**src/assert_macros.svh**
```systemverilog
// Assertion macros shared by the slot table modules.
// Each macro expects signals named clk and arst_n in the calling module.
`ifndef ASSERT_MACROS_SVH
`define ASSERT_MACROS_SVH

// Clocked property check, disabled while reset is asserted.
`define ASSERT_CLK(lbl, prop, msg) \
	lbl: assert property (@(posedge clk) disable iff (!arst_n) prop) else $error(msg);

// Implication whose consequent is checked in the cycle after the antecedent.
`define ASSERT_NEXT(lbl, pre, post, msg) \
	lbl: assert property (@(posedge clk) disable iff (!arst_n) (pre) |=> (post)) \
		else $error(msg);

`endif

```
**src/udpdm_pkg.sv**
```systemverilog
// Package for the UDP port demultiplexer slot table: sizes, codes, bus layouts.
// Used by the controller, the datapath and the top level; depends on nothing.
package udpdm_pkg;

	localparam int NUM_SLOTS = 16;
	localparam int SLOT_W = $clog2(NUM_SLOTS);
	localparam int TRY_W = $clog2(NUM_SLOTS + 2);
	localparam int IN_DATA_W = 120;
	localparam int OUT_DATA_W = 88;
	localparam int CFG_IDX_W = 2;

	localparam logic [16:0] RCVBUF_RESET = 17'd65536;
	localparam logic [15:0] EPH_FIRST_RESET = 16'd32768;
	localparam logic [15:0] EPH_LAST_RESET = 16'd60999;
	localparam logic [31:0] LOOPBACK_RESET = 32'h7F00_0001;

	typedef enum logic [2:0] {
		REQ_BIND    = 3'd0,
		REQ_CONNECT = 3'd1,
		REQ_CLOSE   = 3'd2,
		REQ_DELIVER = 3'd3,
		REQ_RELEASE = 3'd4,
		REQ_PREPARE = 3'd5
	} req_t;

	typedef enum logic [2:0] {
		STAT_OK       = 3'd0,
		STAT_ALREADY  = 3'd1,
		STAT_INUSE    = 3'd2,
		STAT_NOTAVAIL = 3'd3,
		STAT_UNREACH  = 3'd4,
		STAT_NOLISTEN = 3'd5,
		STAT_FILTERED = 3'd6,
		STAT_FULL     = 3'd7
	} status_t;

	typedef enum logic [1:0] {
		CFG_RCVBUF    = 2'd0,
		CFG_EPH_FIRST = 2'd1,
		CFG_EPH_LAST  = 2'd2,
		CFG_LOOPBACK  = 2'd3
	} cfg_idx_t;

	typedef enum logic [2:0] {
		S_IDLE,
		S_EVAL,
		S_SEARCH,
		S_COMMIT,
		S_DONE
	} fsm_state_t;

	// Commands from the controller to the datapath.
	typedef struct packed {
		logic load;
		logic eval;
		logic search_step;
		logic commit;
		logic emit;
	} dp_cmd_t;

	// Status from the datapath to the controller.
	typedef struct packed {
		logic need_search;
		logic search_done;
	} dp_sts_t;

endpackage

```
**src/udpdm_ctrl.sv**
```systemverilog
// Controller state machine of the slot table: sequences accept, evaluate,
// ephemeral search, commit and result hand-off. Depends on udpdm_pkg.
`include "assert_macros.svh"

module udpdm_ctrl (
	input  logic               clk,
	input  logic               arst_n,
	input  logic               s_axis_tvalid,
	output logic               s_axis_tready,
	output logic               m_axis_tvalid,
	input  logic               m_axis_tready,
	input  udpdm_pkg::dp_sts_t sts,
	output udpdm_pkg::dp_cmd_t cmd
);
	import udpdm_pkg::*;

	fsm_state_t state_q, state_d;
	logic out_valid_q;
	logic out_free;

	assign out_free = !out_valid_q || m_axis_tready;
	assign m_axis_tvalid = out_valid_q;

	// Next state.
	always_comb begin
		state_d = state_q;
		case (state_q)
			S_IDLE:   if (s_axis_tvalid) state_d = S_EVAL;
			S_EVAL:   state_d = sts.need_search ? S_SEARCH : S_COMMIT;
			S_SEARCH: if (sts.search_done) state_d = S_COMMIT;
			S_COMMIT: state_d = S_DONE;
			S_DONE:   if (out_free) state_d = S_IDLE;
			default:  state_d = S_IDLE;
		endcase
	end

	// Outputs and datapath commands.
	always_comb begin
		cmd = '0;
		s_axis_tready = 1'b0;
		case (state_q)
			S_IDLE: begin
				s_axis_tready = 1'b1;
				cmd.load = s_axis_tvalid;
			end
			S_EVAL:   cmd.eval = 1'b1;
			S_SEARCH: cmd.search_step = 1'b1;
			S_COMMIT: cmd.commit = 1'b1;
			S_DONE:   cmd.emit = out_free;
			default:  cmd = '0;
		endcase
	end

	always_ff @(posedge clk or negedge arst_n) begin
		if (!arst_n) begin
			state_q <= S_IDLE;
			out_valid_q <= 1'b0;
		end else begin
			state_q <= state_d;
			if (cmd.emit) begin
				out_valid_q <= 1'b1;
			end else if (m_axis_tready) begin
				out_valid_q <= 1'b0;
			end
		end
	end

	// A new result never overwrites one that is still waiting.
	`ASSERT_CLK(a_no_overwrite, cmd.emit |-> out_free, "result overwritten")
	// A search is entered only when the evaluation asked for one.
	`ASSERT_NEXT(a_search_entry, state_q == S_EVAL && !sts.need_search,
		state_q == S_COMMIT, "unexpected search")
	// Input is taken only in the idle state.
	`ASSERT_CLK(a_load_idle, cmd.load |-> state_q == S_IDLE, "load outside idle")
endmodule

```
**config.mk**
```make
export PLATFORM = sky130hd
export DESIGN_NAME = udpdm_ctrl
export DESIGN_NICKNAME = d
export VERILOG_FILES = /design/src/udpdm_pkg.sv /design/src/udpdm_ctrl.sv
export VERILOG_INCLUDE_DIRS = /design/src /design/src/src
export SDC_FILE = /design/constraint.sdc
export NUM_CORES = 1
export LEC_CHECK = 0
export BUFFER_PORTS_ARGS = -buffer_cell sky130_fd_sc_hd__buf_2
export CORE_AREA = 2 2 39 41
export CTS_CLUSTER_DIAMETER = 150
export DETAILED_ROUTE_END_ITERATION = 10
export DIE_AREA = 0 0 41 43
export GPL_ROUTABILITY_DRIVEN = 0
export GPL_TIMING_DRIVEN = 0
export SLEW_MARGIN = 10
export SYNTH_ARGS = -nofsm -noshare
export SYNTH_HDL_FRONTEND = slang
export SYNTH_SLANG_ARGS = --single-unit
```
**constraint.sdc**
```tcl
create_clock -name clk -period 1.2 [get_ports clk]
set_input_delay 0.18 -clock clk [delete_from_list [all_inputs] [get_ports clk]]
set_output_delay 0.18 -clock clk [all_outputs]
set_load 0.01 [all_outputs]
```
==> impl_metrics.toml, run 1 <==
[power]
clockPowerShare_pct = 15.0
power_density_mw_per_mm2 = 2708
pwr-share-comb_pct = 59.9
power.total_mw = 1.122
sw_frac_of_total_pct = 37.75
p_seq_share_pct = 25.0
peakVddDrop_v = 0.0008122
p_leak_nw = 0.2063
switchingPower_uw = 423.4
p_int_uw = 698.2

[min_path]
min_path_cells = 3
min_path_type = "primary input to register"
hold_start = "sts[0]"
holdPathEnd = "state_q[0]"

[sta]
finClkSkew_ps = 4.478
clock.fmax_mhz = 774.5
setup_slack_ps = -91.09
relSlewSlack_pct = 89.38
tightest_slew_ps = 158.9
final.period_utilization_pct = 107.6
finalSetupViolCount = 5
rsz0062_at_grt = "yes"
finalHoldViolCount = 0
slew_violations = 0
finalSetupTns_ps = -276.0
fin_crit_ps = 1291
holdWs_ps = 209.1

[die]
die_w_um = 41
io-pin-count = 13
core_sq_mm = 0.001384
start_util_pct = 18.35
die_area_sq_mm = 0.001763
chipHeight_um = 43
row_count = 14

[placement]
dp.cells = 53
io_buffer_count = 12
dp_hpwl_um = 377.5

[critical_path]
end_kind = "output pin"
crit_fanout = 6
cp-start-kind = "register"
r2r_slack_ps = 60
crit_required_ps = 1020
path_class = "register to output pin"
r2r_end = "state_q[0]"
reg2reg_from = "state_q[0]"
reg2reg_depth = 4
worstPathArrival_ps = 1110

[route]
drc = 0
avgViaCountPerCell = 4.017
ant_nets = 0
drt_first_pass_iters = 1
via_count = 241
wirelength_um = 583
routedWlPerCell_um = 9.717
drt_iter0_markers = 0

[finish]
drive_above_1_share_pct = 65.91
fin_nets = 52
num_antenna_cells = 0
instances_no_fill = 60
areaGrowthSynthToFinish_pct = 63.05

[global_route]
grt_pass1_wl_um = 966
grt_util_all_layers_pct = 9.146
overflow = 0
antenna_found_initial = 0
grt_pass1_vias = 240
grt_max_degree = 8

[flow_run]
max_cap_violations = 0

[synthesis]
yosysWarnings = 0
syn_area_sq_um = 254.0
seq_area_frac_synth_pct = 39.41
syn-num-nets = 31
synth.distinct_cells = 16
syn_inst = 25
avgSynthCellArea_sq_um = 10.16
ys_ff_latch = 4

[clock_network]
htreeDepth = 1
cts-root-buf = "clkbuf_4"
cts_buffers = 3
clk_path_buf_depth = 2
cts_tree = "done"
clkLatencyLatePin_ps = 240
clk_pin_slew_ps = 40
clock-sinks = 4

[run_status]
outcome = "complete, but fails checks"
violations = "negative setup slack"
-- cell usage in the layout, fill, tap and decap left out --
master and count:
and2b_1 1, nand2_1 2, and2_1 1, a211oi_2 1, buf_2 11, and3b_2 1
nor2b_1 1, buf_6 3, nand2b_1 2, nor2_4 1, o21bai_1 1, clkbuf_4 3
dfrtp_1 2, buf_4 4, nor3b_1 2, dfrtp_2 2, and3_4 1, nor2_1 1
dlygate4sd3_1 1, nor3_2 2, xnor2_1 1
-- cells by family after synthesis --
group	count (synthesis)	synth area share [%]
simple gates	15	38.92
buf+inv	3	10.34
xor+xnor	1	3.449
compound gates	2	7.882
flops	4	39.41
-- worst max path at each step --
stage	startpoint	end	slack, ps	cells past startpoint
4_1_cts	state_q[0]	cmd[4]	-90	3
6_report	state_q[0]	cmd[4]	-90	3
3_5_place_dp	state_q[2]	cmd[1]	60	3
3_3_place_gp	state_q[2]	cmd[1]	70	3
5_1_grt	state_q[0]	cmd[4]	-150	3
2_1_floorplan	state_q[1]	cmd[4]	80	3
-- power groups by stage --
stage / sequential [mW] / clock (mW) / combinational (mW)
2_1_floorplan: 0.253 / 0 / 0.409
3_3_place_gp: 0.254 / 0 / 0.559
3_5_place_dp: 0.257 / 0 / 0.562
4_1_cts: 0.283 / 0.167 / 0.671
5_1_grt: 0.292 / 0.175 / 0.742
6_report: 0.281 / 0.169 / 0.672
-- metal layers --
layer  share of wire (%)  vias to the layer above  global-route usage, %
met1                  42                      114                  9.355
met3                 4.6                        2                  3.665
met2                  51                        6                  11.56
met5                   0                        -                      0
li1                    -                      119                      -
met4                 1.9                        0                  12.00
-- per-stage QoR --
step | setup WS [ps] | cell area (sq um) | utilization, %
after floorplan | 75.23 | 254.0 | -
after detailed placement | 57.33 | 334.1 | 24.14
after CTS | -94.20 | 411.6 | 29.75
after global routing | -148.7 | 414.1 | 29.93
after global placement | 70.02 | 334.1 | 24.14
final | -91.09 | 414.1 | 29.93
-- flip-flops by register name, summed over array words and instances (netlist names) --
name           count
m_axis_tvalid      1
state_q            3
-- layout make-up --
class | count | area (sq um)
Clock buffer | 3 | 22.52
Timing Repair Buffer | 18 | 117.6
Multi-Input combinational cell | 18 | 140.1
Sequential cell | 4 | 102.6
Buffer | 1 | 11.26
Fill cell | 162 | 969.7
Tap cell | 16 | 20.02
-- Yosys cell counts --
| cell type | n | area share, % |
|---|---|---|
| and3b_1 | 1 | 3.4 |
| xnor2_1 | 1 | 3.4 |
| nand2b_1 | 2 | 4.9 |
| buf_6 | 1 | 4.4 |
| a211oi_2 | 1 | 4.9 |
| nor3_2 | 2 | 7.9 |
| dfrtp_1 | 4 | 39 |
| and3_2 | 1 | 3.0 |
| nand2_1 | 2 | 3.0 |
| nor3b_1 | 2 | 5.9 |
| nor2_1 | 2 | 3.0 |
| o21bai_1 | 1 | 3.0 |
| buf_4 | 2 | 5.9 |
| and2_1 | 1 | 2.5 |
| nor2b_1 | 1 | 2.5 |
| and2b_1 | 1 | 3.0 |
-- critical path: stages, from the launching register on --
cell and delay, ps:
dfrtp_2 450, nor3_2 170, and2_1 130, buf_2 120
-- repair_timing --
item | in CTS | in global routing
hold buffers | 1 | 0
endpoints found under the hold margin | 4 | 0
pin swaps | 3 | 3
setup buffers | 5 | 0
gates resized for setup | 7 | 3
endpoints found under the setup margin | 6 | 7
(Power assumes the default switching activity.)
==> run 2, diff against run 1 <==
Settings changed: RECOVER_POWER from default to 25.
Clock period 1.2 ns to 1.6 ns, I/O delays scaled along.
==> impl_metrics.toml, run 2 (synthesis gave the netlist of run 1 again) <==
[clock_network]
clk_pin_slew_ps = 40
post_cts_buffers = 0
cts-root-buf = "clkbuf_4"
cts_tree = "done"
clock-sinks = 4
htreeDepth = 1
clkLatencyLatePin_ps = 230
clk_path_buf_depth = 2
cts_buffers = 3

[global_route]
grt_pass1_wl_um = 855
overflow = 0
grt_util_all_layers_pct = 8.157
antenna_found_initial = 0
grt_max_degree = 10
grt_pass1_vias = 218

[finish]
final_common_cell = "buf_2"
largest_reg_flops = 3
drive_above_1_share_pct = 51.22
fin_nets = 49
areaGrowthSynthToFinish_pct = 43.84
postLayoutCellArea_sq_um = 365.4
regMostFlops = "state_q"
num_antenna_cells = 0
final_cell_mix = "buf_2, dfrtp_1, clkbuf_4"

[critical_path]
end_kind = "output pin"
cpPeakStageDelay_ps = 480
crit_fanout = 8
critical_path.slowest_cell = "dfrtp_1"
cp-start-kind = "register"
worstPathArrival_ps = 1200
path_class = "register to output pin"
crit_path_cell_trace = "and3b_1, buf_4, buf_2"
crit_required_ps = 1360

[die]
io-pin-count = 13
row_count = 14
die_area_sq_mm = 0.001763
start_util_pct = 18.35
chipHeight_um = 43
die_w_um = 41
core_sq_mm = 0.001384

[power]
power_density_mw_per_mm2 = 1992
peakVddDrop_v = 0.0005337
p_leak_nw = 0.1894

[sta]
finalHoldViolCount = 0
fin_crit_ps = 1435
relSlewSlack_pct = 82.00
finalSetupViolCount = 0
clock.fmax_mhz = 696.8
holdWs_ps = 286.3
finClkSkew_ps = 2.526
rsz0062_at_grt = "no"
slew_violations = 0
finalSetupTns_ps = 0
tightest_slew_ps = 270.0
final.period_utilization_pct = 89.70

[placement]
place_area_sq_um = 334.1
io_buffer_count = 12
dp_hpwl_um = 377.5

[route]
wirelength_um = 476
avgViaCountPerCell = 3.965
drt_iter0_markers = 0
drc = 0
ant_nets = 0
via_count = 226
drt_first_pass_iters = 1
routedWlPerCell_um = 8.351

[min_path]
min_path_type = "primary input to register"

[run_status]
outcome = "finished clean"

[flow_run]
max_cap_violations = 0
==> run 2: changes by cell type in the layout (fill, tap and decap cells not counted) <==
cell / previous run / this run
dfrtp_2: 2 / 0
and3_4: 1 / 0
nor2_1: 1 / 2
clkbuf_1: 0 / 1
and3b_2: 1 / 0
dfrtp_1: 2 / 4
buf_4: 4 / 2
and3_2: 0 / 1
nor2_4: 1 / 0
and3b_1: 0 / 1
buf_6: 3 / 1
==> run 2: layer usage <==
layer	global-route usage, %	vias up	share of wire (%)	routed length, um
li1	-	114	-	-
met1	8.766	104	40	192
met2	9.063	6	52	246
met3	3.665	2	5.5	26
met4	12.00	0	2.3	11
met5	0	-	0	0
==> run 2: final cells by class <==
type                       instances  area [sq um]
tap                               16         20.02
buffer                             3         26.28
timing repair buffer              13         68.82
fill                             163          1018
sequential                         4         100.1
multi-input combinational         18         127.6
clock buffer                       3         22.52
==> run 2: report_power, final <==
group / total (mW) / internal (mW) / switching, mW
registers: 0.190 / 0.151 / 0.0390
logic: 0.416 / 0.218 / 0.198
clock network: 0.122 / 0.0837 / 0.0384
==> run 2: what timing repair did <==
action | 4_1_cts | 5_1_grt
resized for setup | 0 | 0
endpoints found under the hold margin | 4 | 0
hold buffers | 1 | 0
==> run 2: through the flow <==
step | worst slack [ps] | instances | total power, mW | util [%]
final | 164.8 | 57 | 0.7279 | 26.40
after global routing | 104.7 | 57 | 0.7925 | 26.40
after CTS | 147.0 | 57 | 0.7418 | 26.49
after detailed placement | 397.3 | 53 | 0.6141 | 24.14
after global placement | 410.0 | 53 | 0.6095 | 24.14
after floorplan | 415.2 | 25 | 0.4961 | -
==> run 2: path summary, 6_finish.rpt <==
kind / start / endpoint / slack (ps) / cells after the start
worst max register to register: state_q[0] / state_q[0] / 580 / 4
worst min-delay path: sts[0] / state_q[0] / 290 / 3
worst min register to register: m_axis_tvalid / m_axis_tvalid / 510 / 2
worst max-delay path: state_q[2] / cmd[1] / 160 / 3
max in group asynchronous: arst_n / state_q[1] / 1050 / 2
min in group asynchronous: arst_n / m_axis_tvalid / 370 / 2
==> run 2: critical path, delay by kind of cell, from the launching register on <==
kind,cells,cell delay (ps)
flip-flops,1,480
buffers and inverters,2,260
AND/OR/NAND/NOR,1,230
